--- src/design/ootr_pkg.sv ---
`timescale 1ns / 1ps
// ----------------------------------------------------------------------------
// ootr_pkg
// Shared types and constants of the onset/offset note tracker.
// ----------------------------------------------------------------------------
package ootr_pkg;

  // number of tracked pitches and the width of a pitch index
  localparam int PITCHES = 88;
  localparam int PIDX_W  = (PITCHES > 1) ? $clog2(PITCHES) : 1;

  // depth of the queue between front and back
  localparam int FIFO_DEPTH = 4;
  localparam int FPTR_W     = $clog2(FIFO_DEPTH);

  // stream widths
  localparam int S_TDATA_W = 96;
  localparam int M_TDATA_W = 80;
  localparam int CFG_W     = 16;

  // configuration register indexes
  typedef enum logic [1:0] {
    CFG_FRAME_THRESH    = 2'd0,
    CFG_VEL_SCALE       = 2'd1,
    CFG_BASE_NOTE       = 2'd2,
    CFG_MAX_NOTE_FRAMES = 2'd3
  } cfg_idx_e;

  // reset values of the configuration registers
  localparam logic [15:0] RST_FRAME_THRESH    = 16'd19661;
  localparam logic [7:0]  RST_VEL_SCALE       = 8'd128;
  localparam logic [6:0]  RST_BASE_NOTE       = 7'd21;
  localparam logic [15:0] RST_MAX_NOTE_FRAMES = 16'd600;

  typedef struct packed {
    logic [15:0] frame_thresh;
    logic [7:0]  vel_scale;
    logic [6:0]  base_note;
    logic [15:0] max_note_frames;
  } cfg_t;

  // one input item after unpacking
  typedef struct packed {
    logic [6:0]         pitch;
    logic [15:0]        frame_index;
    logic               last_frame;
    logic [15:0]        frame_prob;
    logic               onset_hit;
    logic signed [15:0] on_shift;
    logic               offset_hit;
    logic signed [15:0] off_shift;
    logic [15:0]        velocity_prob;
  } item_t;

  // per-pitch stored note context
  typedef struct packed {
    logic [15:0] note_start;
    logic [15:0] start_shift;
    logic [15:0] start_velocity;
    logic [15:0] offset_frame;
    logic [15:0] off_shift;
  } entry_t;

  // one emitted note
  typedef struct packed {
    logic [7:0]         velocity;
    logic signed [15:0] end_shift;
    logic signed [15:0] start_shift;
    logic [15:0]        end_frame;
    logic [15:0]        start_frame;
    logic [7:0]         note_number;
  } result_t;

endpackage

--- src/design/ootr_front.sv ---
`timescale 1ns / 1ps
// ----------------------------------------------------------------------------
// ootr_front
// Input stage: takes stream transactions, unpacks the item and drops pitches
// that have no tracker before handing the item to the queue.
// ----------------------------------------------------------------------------
module ootr_front
  import ootr_pkg::*;
(
  input  logic                 clk_i,
  input  logic                 rst_ni,
  input  logic                 s_axis_tvalid,
  output logic                 s_axis_tready,
  // tdata, low bit up: pitch[6:0], frame_index[22:7], frame_prob[38:23],
  // onset_hit[39], on_shift[55:40], offset_hit[56], off_shift[72:57],
  // velocity_prob[88:73], zero fill[95:89]
  input  logic [S_TDATA_W-1:0] s_axis_tdata,
  input  logic                 s_axis_tlast,   // last_frame
  output logic                 item_valid_o,
  output item_t                item_o,
  input  logic                 item_ready_i
);

  logic  vld_q;
  item_t item_q;
  item_t item_d;
  logic  accept;
  logic  in_range;
  logic  load;

  // unpack the transaction
  always_comb begin
    item_d.pitch         = s_axis_tdata[6:0];
    item_d.frame_index   = s_axis_tdata[22:7];
    item_d.last_frame    = s_axis_tlast;
    item_d.frame_prob    = s_axis_tdata[38:23];
    item_d.onset_hit     = s_axis_tdata[39];
    item_d.on_shift      = s_axis_tdata[55:40];
    item_d.offset_hit    = s_axis_tdata[56];
    item_d.off_shift     = s_axis_tdata[72:57];
    item_d.velocity_prob = s_axis_tdata[88:73];
  end

  // pitches without a tracker cause nothing
  assign in_range      = ({1'b0, item_d.pitch} < 8'(PITCHES));
  assign load          = !vld_q || item_ready_i;
  assign s_axis_tready = load;
  assign accept        = s_axis_tvalid && load;

  // holding register
  always_ff @(posedge clk_i or negedge rst_ni) begin
    if (!rst_ni) begin
      vld_q <= 1'b0;
    end else if (load) begin
      vld_q <= accept && in_range;
    end
  end

  always_ff @(posedge clk_i) begin
    if (accept) begin
      item_q <= item_d;
    end
  end

  assign item_valid_o = vld_q;
  assign item_o       = item_q;

endmodule

--- config.mk ---
export PLATFORM = sky130hd
export DESIGN_NAME = ootr_front
export DESIGN_NICKNAME = d
export VERILOG_FILES = /design/src/design/ootr_pkg.sv /design/src/design/ootr_front.sv
export SDC_FILE = /design/constraint.sdc
export NUM_CORES = 1
export LEC_CHECK = 0
export ABC_AREA = 1
export BUFFER_PORTS_ARGS = -buffer_cell sky130_fd_sc_hd__buf_2
export CAP_MARGIN = 5
export CORE_MARGIN = 4
export CORE_UTILIZATION = 40
export CTS_BUF_LIST = sky130_fd_sc_hd__clkbuf_8 sky130_fd_sc_hd__clkbuf_16
export DETAILED_ROUTE_END_ITERATION = 16
export MAX_ROUTING_LAYER = met4
export PLACE_DENSITY = 0.78
export SLEW_MARGIN = 20
export SYNTH_ARGS = -nofsm -noshare
export SYNTH_HDL_FRONTEND = slang
export SYNTH_SLANG_ARGS = --single-unit
--- constraint.sdc ---
create_clock -name clk_i -period 6.33 [get_ports clk_i]
set_clock_uncertainty 0.1 [all_clocks]
set_input_delay 0.633 -clock clk_i [delete_from_list [all_inputs] [get_ports clk_i]]
set_output_delay 0.633 -clock clk_i [all_outputs]
set_load 0.05 [all_outputs]
**Yosys cells after proc, flatten, opt, wreduce, memory -nomap -nowiden**

Cells that the tools add are included.

- Bits of input ports: 101
- Output and inout port bits: 92
- Register bits: 91
- Word-level logic and storage cells: 15

- Order comparisons: 1
- Reduce and logical (&&, ||, !) cells: 4

Operators with widths:

| kind | number |
|---|---|
| 7-bit less-than comparator (second input constant) | 1 |
| 1-bit logical AND | 2 |
| 1-bit zero test | 1 |
| 1-bit logical OR | 1 |

**Depth between registers and ports, before layout**

- Depth after elaboration: 4
- Gate-level depth with buffers: 5
- Mapped depth without buffers: 5

**Worst setup path before layout**

No wires, ideal clock.

- Path kind: register to register
- From: register vld_q (netlist: item_valid_o)
- To: register item_q, in the netlist item_o[0] (enable)
- Library setup time: 563 ps
- Stages on the path, launching flop included: 2
- Period minus slack after synthesis: 5576 ps
- Data required time: 5667 ps
- Path slack: 754 ps
- Arrival time: 4913 ps
- Path through: dfrtp_1 > a21boi_1

- Word-level cells in the longest chain between the ends: 3

Ends and longest elaborated chain:

| what | line | source |
|---|---|---|
| start: declaration | ootr_front.sv:24 | `logic vld_q;` |
| start signal: assignment | ootr_front.sv:55 | `vld_q <= accept && in_range;` |
| 1-bit zero test | ootr_front.sv:46 | `assign load = !vld_q \|\| item_ready_i;` |
| 1-bit logical OR | ootr_front.sv:46 |  |
| 1-bit logical AND | ootr_front.sv:48 | `assign accept = s_axis_tvalid && load;` |
| named net accept | ootr_front.sv:27 | `logic accept;` |
| end signal: assignment | ootr_front.sv:61 | `item_q <= item_d;` |
| end: declaration | ootr_front.sv:25 | `item_t item_q;` |

The timed path passes the listed nets, and every way through them passes these cells.
A chain may end at the register's enable or synchronous reset.

**Worst setup path in the final report**

- From: register vld_q (netlist: item_valid_o)
- To: output port s_axis_tready

- Word-level cells in the longest chain between the ends: 2

Ends and longest elaborated chain:

| what | line | source |
|---|---|---|
| 1-bit zero test | ootr_front.sv:46 |  |
| 1-bit logical OR | ootr_front.sv:46 |  |
| end: declaration | ootr_front.sv:13 | `output logic s_axis_tready,` |

Every way passes these cells.

==> implementation parameters <==
Parameter                              Value

Floorplan
  Die W    91.1 um
  Placeable Area    6760 sq um
  DIE AREA    8310 sq um
  Die height    91.1 um
  Placement Rows    30
  I/O Pins    roughly 190
  Starting density of the core    between 40% and 50%

STA
  Final min period    1.88 ns
  Worst slew margin    between 60% and 70%
  RSZ-0062 raised after global routing    no
  Final Max Tran Viols    0
  Final Worst Setup Slack    4.45 ns
  Fmax achieved    532 MHz
  Slew at the pin closest to its max-slew limit    0.597 ns
  Hold_ws    0.354 ns
  Setup-failing EPs final    0
  Endpoints failing hold    0
  Setup Total Neg Slack    0 ns
  Final worst-path cycle share    between 20% and 30%

Setup path
  Endpoint required time on the critical path    5.60 ns
  Arrival @ worst endpoint    1.15 ns
  Critical path class    reg -> out
  Critical Path Start Type    flop
  Critical path fanouts, max    3
  Crit. End Element    primary output

Synth
  Compound-cell area share of the yosys netlist    0.271%
  Area of the mapped netlist    2770 sq um
  Cells after synthesis    100
  Syn_area_per_cell    27.7 sq um
  Post-synthesis register bit count    a little over 90
  Xor-xnor portion of the synthesized cell area    0%
  Simple-Gate Fraction of Synth Area    less than 1%
  Adder-cell area share of the yosys netlist    0%
  Warnings from Yosys    0
  Share of cell area taken by muxes after synthesis    0%
  Dominant combinational cell family by area after synthesis    simple AND/OR/NAND/NOR gates
  Number of distinct standard cells referenced by the synthesized netlist    5
  Post-synthesis sequential area ratio    around 99%
  Syn_nets    approximately 200

Placement
  Placed Cells incl. Taps    367
  Setup Slack @ Placement    approximately 4.4 ns
  Gpl congestion    0.751
  Cell area after placement    3820 sq um
  Number of buffer cells added on primary ports    185
  Post-detail-place hpwl    4990 um

Detailed routing
  Count of vias placed by the detailed router    1742
  Number of antenna-violating nets in the routed design    0
  Average wire per standard cell    16.8 um
  Count of routing violations after the opening detailed-route iteration    53
  Remaining design rule violation count    0
  WL final    6430 um
  Via-per-instance ratio    4.54
  Number of detailed-route iterations in the first pass    4

Power
  Static leakage    1.74 nW
  Post-layout power    approximately 1.3 mW
  Power density over the cells    between 300 and 400 nW/um^2
  Worst vdd rail ir drop    0.198 mV

GRT
  Largest net degree at the start of global routing    just over 50
  Number of antenna violations at the first check in global routing    0
  Global-route total usage across every layer    16.3%
  Number of global-route vias before repair    1909
  Wire length of the first global-routing pass    9690 um
  Aggregate global routing overflow    0

Layout
  Share of layout cells above drive strength 1    67.1%
  Final-stage net count    400
  Diodes inserted    0
  Fillers    roughly 520
  Layout area overhead    45.0%
  Post-route cell area    4010 sq um
  Fin util    59.3%
  Non-filler cells, final    roughly 380

Clock network
  Clock slew seen by the registers of the worst setup and hold paths    0.10 ns
  Depth of the CTS H-tree    3
  CTS buffer count    9
  Post-cts repair resize count    0
  CTS Root Cell    clkbuf_8
  Clock tree from TritonCTS    done
  Largest buffer count on any clock path    2
  Sinks on Clock Net    91
  Worst-skew pair later-pin latency    0.35 ns

Min path
  Path class of the lowest-slack min-delay path    in -> reg

Outcome
  Status    finished clean

Flow run
  MaxCap Viol Count    0
-- cells in the mapped netlist --
| cell | instances | area (sq um) |
|---|---|---|
| a21boi_1 | 1 | 7.51 |
| edfxtp_1 | 90 | 2700 |
| nand2_1 | 6 | 22.5 |
| dfrtp_1 | 1 | 25.0 |
| inv_1 | 2 | 7.51 |
-- critical path, stage by stage, from the launching register on --
cell and delay, ns:
dfrtp_1 0.44, nand2_1 0.10, buf_2 0.26
-- kinds of logic after synthesis --
kind of cell | Yosys count
compound gates | 1
simple gates | 6
flops | 91
buf+inv | 2
-- registers in the layout, indices dropped and copies added (netlist names) --
signal,flops
item_valid_o,1
item_o,90
-- path summary, 6_finish.rpt --
kind	from	end	cells past startpoint	slack (ns)
min	s_axis_tdata[34]	item_o[61]	1	0.35
max	item_valid_o	s_axis_tready	2	4.45
min in group asynchronous	rst_ni	item_valid_o	2	0.48
max reg2reg	item_valid_o	item_o[65]	2	4.72
min reg2reg	item_valid_o	item_valid_o	2	0.51
max in group asynchronous	rst_ni	item_valid_o	2	5.57
-- layout make-up --
cell class	instances	area, sq um	share of cell area, %
multi-input combinational	7	41.3	1.03
sequential	91	2730	68.0
tap	80	100	2.50
clock buffer	9	124	3.09
timing repair buffer	188	951	23.7
inverter	2	7.51	0.187
clock inverter	7	57.6	1.44
-- cell usage in the layout, fill, tap and decap left out, types with 2 or more instances in the layout --
cell type,instances
buf_2,185
buf_4,2
clkbuf_8,9
clkinvlp_4,2
edfxtp_1,90
inv_1,2
inv_6,2
nand2_1,6
-- where the power goes --
group / switching [mW] / total [mW] / leakage (nW) / internal [mW]
Sequential: 0.00903 / 0.715 / 0.875 / 0.706
Combinational: 0.163 / 0.209 / 0.777 / 0.0455
Clock: 0.206 / 0.354 / 0.0881 / 0.148
-- repair_timing --
item | in CTS | in global routing
setup buffers | 0 | 0
hold buffers | 1 | 0
endpoints found under the hold margin | 1 | 0
-- metal layers --
metal  vias up  global-route usage, %  share of wire [%]
li1        795                      -                  -
met1       818                   16.7                 34
met2       118                   27.0                 53
met3        11                   7.13                 11
met4         0                   7.66                1.8
met5         -                      -                  0
Power figures use the tool's default switching activity.
