===== src/design/ootr_pkg.sv =====
`timescale 1ns / 1ps
// ----------------------------------------------------------------------------
// ootr_pkg
// Shared types and constants of the onset/offset note tracker.
// ----------------------------------------------------------------------------
package ootr_pkg;

  // number of tracked pitches and the width of a pitch index
  localparam int PITCHES = 88;
  localparam int PIDX_W  = (PITCHES > 1) ? $clog2(PITCHES) : 1;

  // depth of the queue between front and back
  localparam int FIFO_DEPTH = 4;
  localparam int FPTR_W     = $clog2(FIFO_DEPTH);

  // stream widths
  localparam int S_TDATA_W = 96;
  localparam int M_TDATA_W = 80;
  localparam int CFG_W     = 16;

  // configuration register indexes
  typedef enum logic [1:0] {
    CFG_FRAME_THRESH    = 2'd0,
    CFG_VEL_SCALE       = 2'd1,
    CFG_BASE_NOTE       = 2'd2,
    CFG_MAX_NOTE_FRAMES = 2'd3
  } cfg_idx_e;

  // reset values of the configuration registers
  localparam logic [15:0] RST_FRAME_THRESH    = 16'd19661;
  localparam logic [7:0]  RST_VEL_SCALE       = 8'd128;
  localparam logic [6:0]  RST_BASE_NOTE       = 7'd21;
  localparam logic [15:0] RST_MAX_NOTE_FRAMES = 16'd600;

  typedef struct packed {
    logic [15:0] frame_thresh;
    logic [7:0]  vel_scale;
    logic [6:0]  base_note;
    logic [15:0] max_note_frames;
  } cfg_t;

  // one input item after unpacking
  typedef struct packed {
    logic [6:0]         pitch;
    logic [15:0]        frame_index;
    logic               last_frame;
    logic [15:0]        frame_prob;
    logic               onset_hit;
    logic signed [15:0] on_shift;
    logic               offset_hit;
    logic signed [15:0] off_shift;
    logic [15:0]        velocity_prob;
  } item_t;

  // per-pitch stored note context
  typedef struct packed {
    logic [15:0] note_start;
    logic [15:0] start_shift;
    logic [15:0] start_velocity;
    logic [15:0] offset_frame;
    logic [15:0] off_shift;
  } entry_t;

  // one emitted note
  typedef struct packed {
    logic [7:0]         velocity;
    logic signed [15:0] end_shift;
    logic signed [15:0] start_shift;
    logic [15:0]        end_frame;
    logic [15:0]        start_frame;
    logic [7:0]         note_number;
  } result_t;

endpackage


===== src/design/ootr_fifo.sv =====
`timescale 1ns / 1ps
// ----------------------------------------------------------------------------
// ootr_fifo
// Short item queue between the front stage and the tracker back end.
// ----------------------------------------------------------------------------
module ootr_fifo
  import ootr_pkg::*;
(
  input  logic  clk_i,
  input  logic  rst_ni,
  input  logic  push_i,
  input  item_t push_item_i,
  output logic  push_ready_o,
  output logic  pop_valid_o,
  output item_t pop_item_o,
  input  logic  pop_i
);

  item_t             buf_q [FIFO_DEPTH];
  logic [FPTR_W:0]   wr_ptr_q;
  logic [FPTR_W:0]   rd_ptr_q;
  logic              full;
  logic              empty;
  logic              do_push;
  logic              do_pop;

  assign empty   = (wr_ptr_q == rd_ptr_q);
  assign full    = (wr_ptr_q[FPTR_W] != rd_ptr_q[FPTR_W]) &&
                   (wr_ptr_q[FPTR_W-1:0] == rd_ptr_q[FPTR_W-1:0]);
  assign do_push = push_i && !full;
  assign do_pop  = pop_i && !empty;

  // pointers
  always_ff @(posedge clk_i or negedge rst_ni) begin
    if (!rst_ni) begin
      wr_ptr_q <= '0;
      rd_ptr_q <= '0;
    end else begin
      if (do_push) wr_ptr_q <= wr_ptr_q + 1'b1;
      if (do_pop)  rd_ptr_q <= rd_ptr_q + 1'b1;
    end
  end

  // storage
  always_ff @(posedge clk_i) begin
    if (do_push) begin
      buf_q[wr_ptr_q[FPTR_W-1:0]] <= push_item_i;
    end
  end

  assign push_ready_o = !full;
  assign pop_valid_o  = !empty;
  assign pop_item_o   = buf_q[rd_ptr_q[FPTR_W-1:0]];

endmodule


===== config.mk =====
export PLATFORM = sky130hd
export DESIGN_NAME = ootr_fifo
export DESIGN_NICKNAME = d
export VERILOG_FILES = /design/src/design/ootr_pkg.sv /design/src/design/ootr_fifo.sv
export SDC_FILE = /design/constraint.sdc
export NUM_CORES = 1
export LEC_CHECK = 0
export ABC_CLOCK_PERIOD_IN_PS = 11400
export BUFFER_PORTS_ARGS = -buffer_cell sky130_fd_sc_hd__buf_2
export CORE_UTILIZATION = 64
export CTS_BUF_LIST = sky130_fd_sc_hd__clkbuf_8
export CTS_CLUSTER_DIAMETER = 30
export DETAILED_ROUTE_END_ITERATION = 8
export GPL_TIMING_DRIVEN = 0
export PLACE_DENSITY = 0.95
export SLEW_MARGIN = 40
export SYNTH_ARGS = -nofsm -noshare
export SYNTH_HDL_FRONTEND = slang
export SYNTH_SLANG_ARGS = --single-unit

===== constraint.sdc =====
create_clock -name clk_i -period 11.4 [get_ports clk_i]
set_clock_uncertainty 0.1 [all_clocks]
set_input_delay 1.14 -clock clk_i [delete_from_list [all_inputs] [get_ports clk_i]]
set_output_delay 1.14 -clock clk_i [all_outputs]
set_load 0.05 [all_outputs]

Word-level counts from Yosys, hierarchy flattened
Memory sizes are Yosys's and may differ from the RTL's.
Cells that the tools add are included.
{"block": "totals", "ff_bits": 6, "mem_bits_rw": 360, "input_bits": 94, "out_inout_bits": 92, "elab_cells": 15, "memories": 1}
{"name": "buf_q", "words": 4, "word_bits": 90, "read_ports": 1, "rd_ports_with_merged_regs": 0, "wr": 1, "line_no": "ootr_fifo.sv:19", "text": "item_t buf_q [FIFO_DEPTH];"}
{"block": "op_classes", "n_mux": 2, "addsub": 2, "eq_ne": 3, "n_reduce_logical": 5}
{"operator": "$add 3x1->3 const B", "n": 2}
{"operator": "$eq 3x3->1", "n": 1}
{"operator": "$logic_and 1x1->1", "n": 3}
{"operator": "$eq 2x2->1", "n": 1}
{"operator": "$logic_not 1->1", "n": 2}
{"operator": "$mux 1", "n": 2}
{"operator": "$ne 1x1->1", "n": 1}

Depth between registers and ports, before layout
Gate-level depths: netlist (run 1).
{"block": "logic_depth", "depth_word": 6, "ltp_mapped": 5, "depth_no_buf": 5}

Worst setup path after synthesis (run 1)
OpenSTA, ideal clock, no wires.
{"block": "synth_path", "path_type": "input -> register", "start": "input push_i", "end": "memory buf_q[3][0] (netlist bit) (enable)", "required_ns": 10.810, "t_arrival_ns": 3.944, "path_stages": 2, "setup_time_ns": 0.490, "n_path_buf": 0, "setup_slack_ns": 6.866, "cell_sequence": "nand2_1 -> a31oi_2"}
{"block": "synth_between", "elab_chain_len": 3}
{"element": "start: declaration", "line_no": "ootr_fifo.sv:11", "text": "input logic push_i,"}
{"element": "$logic_and 1x1->1", "line_no": "ootr_fifo.sv:30", "text": "assign do_push = push_i && !full;"}
{"element": "$mux 1", "line_no": "ootr_fifo.sv:46", "text": "if (do_push) begin"}
{"element": "$mux 1 (not written as such)", "line_no": "ootr_fifo.sv:47", "text": "buf_q[wr_ptr_q[FPTR_W-1:0]] <= push_item_i;"}
{"element": "end: declaration", "line_no": "ootr_fifo.sv:19"}
Every way passes these cells.

==> run summary, run 1 <==
Status: finished, final reports clean
Register area: 11000 um2
Chip width: 147 um
Vias in the first global route: 7028
Crit path launch type: flop
Commonest non-fill, non-tap cell in the layout: edfxtp_1
CTS tree: done
Routed vias/inst: 5.85
YS warnings: 0
Gr ovfl total: 0
Clock-pin transition on the worst setup and hold timing paths: 0.05 ns
Synthesized netlist cell count: 517
Yosys reg bits: 366
Gr usage total: 24.5%
Critical path class: flop to primary output
Initial Util: 65.7%
H-tree depth: 2
Min Tclk post-route: 3.70 ns
CTS resizes: 0
Longest Clk Path Bufs: 3
Commonest non-fill, non-tap cells in the layout: edfxtp_1 (360), buf_2 (195), mux4_2 (90)
Filler cells: 954
Core area: 20400 um2
Largest net degree at the start of global routing: 40
Final Max Tran Viols: 0
Clk_lat worst skew: 0.56 ns
Yosys cell types: 23
Crit end category: primary output
Fin Setup TNS: 0 ns
GPL Wtd Cong: 0.834
Final period utilization: 32.5%
Layout cells sized above 1: 47.8%
Cts bufs inserted: 59
Max frequency: 270 MHz
# DRC: 0
Post-DP HPWL: 16500 um
CTS sink cnt: 366
Leak: 5.67 nW
Cell total after placement: 985
Nets@finish: 875
Routed WL: 25500 um
Port bufs: 185
Reg2Reg Launch Point: wr_ptr_q[0]
Crit path from: rd_ptr_q[1]
Cts hold-fix bufs: 0
Synth-to-layout area growth: 21.1%
Worst EP arrival: 2.46 ns
I/O pin cnt: 186
Die area: 21600 um2
Initial antenna violation count: 4
WHS: 0.297 ns
Synthesized area per cell: 26.0 um2
Die height: 147 um
Hold Path Class: input port to asynchronous set/reset pin
Worst EP required: 10.16 ns
# rows: 52
Relative slew slack: 54.3%
Post-route ant nets: 0
Maxcap violations: 0
Peak fanout along the critical path: 10
Via count: 6430
Post-Synthesis Cell Area: 13400 um2
Syn_nets: 616
First-pass GRT wire length: 38900 um
Final setup viols: 0
Power Density: 304 nW/um2
DR WL/cell: 23.2 um
Clk root buf: clkbuf_8
Fin. Hold Viols: 0
Worst Tran Pin Value: 0.686 ns
DR pass1 iterations: 5
# Post-CTS Setup Buffers: 0
Sequential share of the synthesized area: 81.6%
Multi-input gate area: 2360 um2
Unrepaired setup endpoints after global routing: no
Maximum vdd drop: 0.218 mV
Non-filler cells, final: 1099
Initial DRC count: 426
flip-flops by register name (all words and copies together), names as in the netlist:
signal    cells
wr_ptr_q      3
rd_ptr_q      3
buf_q       360
worst paths after layout:
kind / end / slack (ns) / depth (start not counted)
min: wr_ptr_q[2] / 0.30 / 1
min in group clk_i: rd_ptr_q[2] / 0.46 / 1
max: pop_item_o[63] / 7.70 / 5
max in group asynchronous: rd_ptr_q[1] / 10.76 / 1
min reg2reg: rd_ptr_q[2] / 0.46 / 1
max reg2reg: buf_q[0][48] / 8.89 / 5
logic make-up (layout without fill, tap and decap cells):
group | Yosys count | count (layout) | synth area share, %
xor+xnor | 9 | 9 | 0.643
other cells | 0 | 4 | 0
compound gates | 13 | 13 | 0.689
simple gates | 9 | 9 | 0.401
mux | 91 | 91 | 15.2
flops | 366 | 366 | 81.6
fa+ha+maj | 5 | 5 | 0.466
buf+inv | 24 | 332 | 1.02
cell type report:
cell class,count,area share [%]
Clock inverter,48,2.58
Inverter,3,0.0693
Buffer,21,0.770
Tap cell,270,2.08
Multi-Input combinational cell,127,14.5
Clock buffer,62,5.25
Timing Repair Buffer,198,7.29
Sequential cell,366,67.4
Antenna cell,4,0.0616
synthesized netlist by cell type:
master,instances,share of area [%]
mux4_2,90,15
xor2_2,1,0.12
xor2_1,3,0.20
a211oi_1,2,0.11
ha_1,5,0.47
o31ai_1,4,0.22
a31oi_2,1,0.093
nand2b_1,2,0.093
nand3_1,1,0.037
clkbuf_1,2,0.056
buf_2,10,0.37
a21oi_1,4,0.15
nand2_1,2,0.056
and3_1,3,0.14
a31oi_1,1,0.047
o311ai_0,1,0.065
buf_4,9,0.50
inv_1,3,0.084
dfrtp_1,6,1.1
xnor2_1,5,0.33
mux2i_1,1,0.075
edfxtp_1,360,80
nand3_2,1,0.075
where the power goes:
group / switching (mW) / total, mW / internal, mW
clock network: 0.484 / 1.17 / 0.688
registers: 0.0777 / 1.87 / 1.79
logic: 1.32 / 1.90 / 0.581
total: 1.88 / 4.94 / 3.06
worst max-delay path, cell delays in order, from the launching register on:
cell	delay (ns)
dfrtp_1	0.38
buf_2	0.20
buf_2	0.33
buf_2	0.37
mux4_2	0.37
buf_2	0.24
metrics by stage:
stage	total power, mW	util [%]	area (um2)	setup slack, ns
floorplan	3.34	-	13400	6.87
CTS	4.98	79.5	16200	7.62
global placement	3.72	71.9	14700	5.01
global route	5.12	79.6	16300	7.61
detailed placement	3.80	73.3	15000	8.27
finish	4.94	79.6	16300	7.70
per-layer routing:
layer	track usage [%]	share of wire [%]
met1	30.8	37
met2	43.3	55
met3	4.94	7.4
met4	7.71	1.2
met5	0	0.051
No activity file was read; power rests on OpenSTA's default activity.
==> run 2: changes to the inputs <==
--- a/config.mk
+++ b/config.mk
@@ -5,14 +5,15 @@
 export SDC_FILE = /design/constraint.sdc
 export NUM_CORES = 1
 export LEC_CHECK = 0
-export ABC_CLOCK_PERIOD_IN_PS = 11400
+export ABC_AREA = 1
+export ABC_CLOCK_PERIOD_IN_PS = 3550
 export BUFFER_PORTS_ARGS = -buffer_cell sky130_fd_sc_hd__buf_2
-export CORE_UTILIZATION = 64
+export CORE_UTILIZATION = 60
 export CTS_BUF_LIST = sky130_fd_sc_hd__clkbuf_8
 export CTS_CLUSTER_DIAMETER = 30
 export DETAILED_ROUTE_END_ITERATION = 8
 export GPL_TIMING_DRIVEN = 0
-export PLACE_DENSITY = 0.95
+export PLACE_DENSITY = 0.94
 export SLEW_MARGIN = 40
 export SYNTH_ARGS = -nofsm -noshare
 export SYNTH_HDL_FRONTEND = slang
==> constraint.sdc (replaced) <==
create_clock -name clk_i -period 3.55 [get_ports clk_i]
set_clock_uncertainty 0.1 [all_clocks]
set_input_delay 0.355 -clock clk_i [delete_from_list [all_inputs] [get_ports clk_i]]
set_output_delay 0.355 -clock clk_i [all_outputs]
set_load 0.05 [all_outputs]
==> run 2 against run 1 <==
Against the previous run: final area is 10% higher; sequential share of layout area fell by 6.4 points; critical path type unchanged; critical path depth unchanged; via count grew 49%; utilization fell by 1.0 points; hold slack got worse by 0.21 ns; flip-flop and latch count unchanged.
==> run summary, run 2 <==
Commonest non-fill, non-tap cells in the layout: edfxtp_1 (360), buf_2 (197), o21ai_0 (180)
H-tree depth: 2
Chip width: 155 um
Max frequency: 332 MHz
Final Max Tran Viols: 0
Yosys cell types: 23
Final setup viols: 0
Yosys top cell area share: 76.8%
Critical path class: flop to primary output
First-pass GRT wire length: 53500 um
Gr ovfl total: 0
Peak fanout along the critical path: 10
DR pass1 iterations: 5
# rows: 55
CTS tree: done
Top post-synthesis cells by area: edfxtp_1 (77%), o21ai_0 (6.4%), nor2_1 (4.0%)
Post-route ant nets: 0
Power Density: 1000 nW/um2
Worst reg-to-reg setup slack: 1.06 ns
# DRC: 0
Post-DP HPWL: 19700 um
Port bufs: 185
Largest net degree at the start of global routing: 62
Cell total after placement: 1448
Clock-pin transition on the worst setup and hold timing paths: 0.07 ns
Cts hold-fix bufs: 93
Vias in the first global route: 9954
Initial DRC count: 814
Core area: 22800 um2
Commonest non-fill, non-tap cell in the layout: edfxtp_1
Maximum vdd drop: 0.838 mV
Via count: 9557
Synthesized netlist cell count: 931
Total Power: 18.0 mW
Number of synthesized flops with an enable pin: 360
Sequential share of the synthesized area: 77.8%
# Post-CTS Setup Buffers: 0
CTS resizes: 0
Die area: 24100 um2
Routed vias/inst: 5.82
Clk root buf: clkbuf_8
Die height: 155 um
Asr flop ratio synth: 1.64%
Initial Util: 61.6%
Buf/Inv on CP: 3
Routed WL: 35500 um
Most common cell in the netlist: edfxtp_1
CTS sink cnt: 366
Leak: 6.52 nW
Gr usage total: 29.8%
Longest Clk Path Bufs: 3
Clk_lat worst skew: 0.57 ns
Maxcap violations: 0
Max reg flops: 360
Relative slew slack: 61.9%
Synth area leader: edfxtp_1
Cells along the critical path: inv_2, clkbuf_1, o21ai_0, o22ai_1, buf_2
I/O pin cnt: 186
Initial antenna violation count: 1
Crit path launch type: flop
CP max stage delay: 0.48 ns
Final core utilization: 78.6%
Layout cells sized above 1: 29.1%
Unrepaired setup endpoints after global routing: no
GPL Wtd Cong: 0.764
Min Tclk post-route: 3.01 ns
Yosys reg bits: 366
Non-filler cells, final: 1642
Fin. Hold Viols: 0
Worst EP required: 3.09 ns
Slowest-stage cell, CP: clkbuf_1
Final period utilization: 84.7%
YS warnings: 0
Synth-to-layout area growth: 27.5%
Worst EP arrival: 2.55 ns
Most instantiated cells after synthesis: edfxtp_1 (360), o21ai_0 (180), nor2_1 (151)
Post-Synthesis Cell Area: 14100 um2
Status: finished, final reports clean
Top delay family on crit path: buffers and inverters
Hold Path Class: input port to asynchronous set/reset pin
Crit end category: primary output
Cts bufs inserted: 57
Worst Tran Pin Value: 0.571 ns
Synthesized area per cell: 15.1 um2
DR WL/cell: 21.6 um
Nets@finish: 1386
Synth Flop Type: edfxtp_1
Syn_nets: 1030
-- run 2: cell count changes after synthesis, sizes merged, moves of 14 or more --
| cell | previous run | this run |
|---|---|---|
| o21ai | 0 | 180 |
| o22ai | 0 | 90 |
| nand2 | 2 | 28 |
| mux4 | 90 | 0 |
| nor2 | 0 | 183 |
| buf | 19 | 33 |
| clkbuf | 2 | 26 |
-- run 2: layer usage --
| metal | routed length (um) | vias up | global-route usage, % |
|---|---|---|---|
| met1 | 12600 | 4624 | 36.2 |
| met2 | 18800 | 603 | 52.7 |
| met4 | 1030 | 0 | 12.7 |
| met5 | 0 | - | 0 |
| met3 | 3110 | 89 | 5.46 |
| li1 | - | 4241 | - |
-- run 2: final timing paths --
kind,startpoint,to,cells after the start
setup reg to reg,rd_ptr_q[0],buf_q[1][58],10
hold reg to reg,wr_ptr_q[2],wr_ptr_q[2],2
max in group asynchronous,rst_ni,rd_ptr_q[2],2
hold / removal,rst_ni,rd_ptr_q[0],2
min in group clk_i,push_item_i[28],buf_q[3][28],2
setup / recovery,rd_ptr_q[1],pop_item_o[30],5
-- run 2: where the power goes --
group / internal (mW) / switching (mW)
clock network: 2.04 / 1.63
logic: 2.12 / 6.20
registers: 5.72 / 0.240
-- run 2: kinds of logic after synthesis --
family                   synth area share [%]
flip-flops                               77.8
adder cells (fa/ha/maj)                 0.444
XOR/XNOR                               0.0622
buffers and inverters                    3.35
AND/OR/NAND/NOR                          6.76
AO/OA/AOI/OAI                            11.6
-- run 2: per-stage QoR --
stage	instance area (um2)	TNS (ns)	hold WS, ns	setup slack [ns]
6_report	18000	0	0.0908	0.542
5_1_grt	18000	0	0.0748	0.454
2_1_floorplan	14100	-98.48	-0.0406	-0.365
3_3_place_gp	15400	-587.31	0.0838	-1.89
4_1_cts	17900	0	0.0399	0.638
3_5_place_dp	15900	0	0.0856	1.09
-- run 2: final cells by class --
type / instances / area (um2)
antenna: 1 / 2.50
buffer: 59 / 430
clock buffer: 59 / 812
clock inverter: 41 / 354
fill: 1293 / 4890
inverter: 11 / 48.8
multi-input combinational: 495 / 2670
sequential: 366 / 11000
tap: 313 / 392
timing repair buffer: 297 / 2280
-- run 2: worst reg2reg max path, delay by kind of cell, from the launching register on --
family / cells / cell delay [ns]
and+or+nand+nor: 5 / 0.84
buffers and inverters: 5 / 0.81
DFF: 1 / 0.45
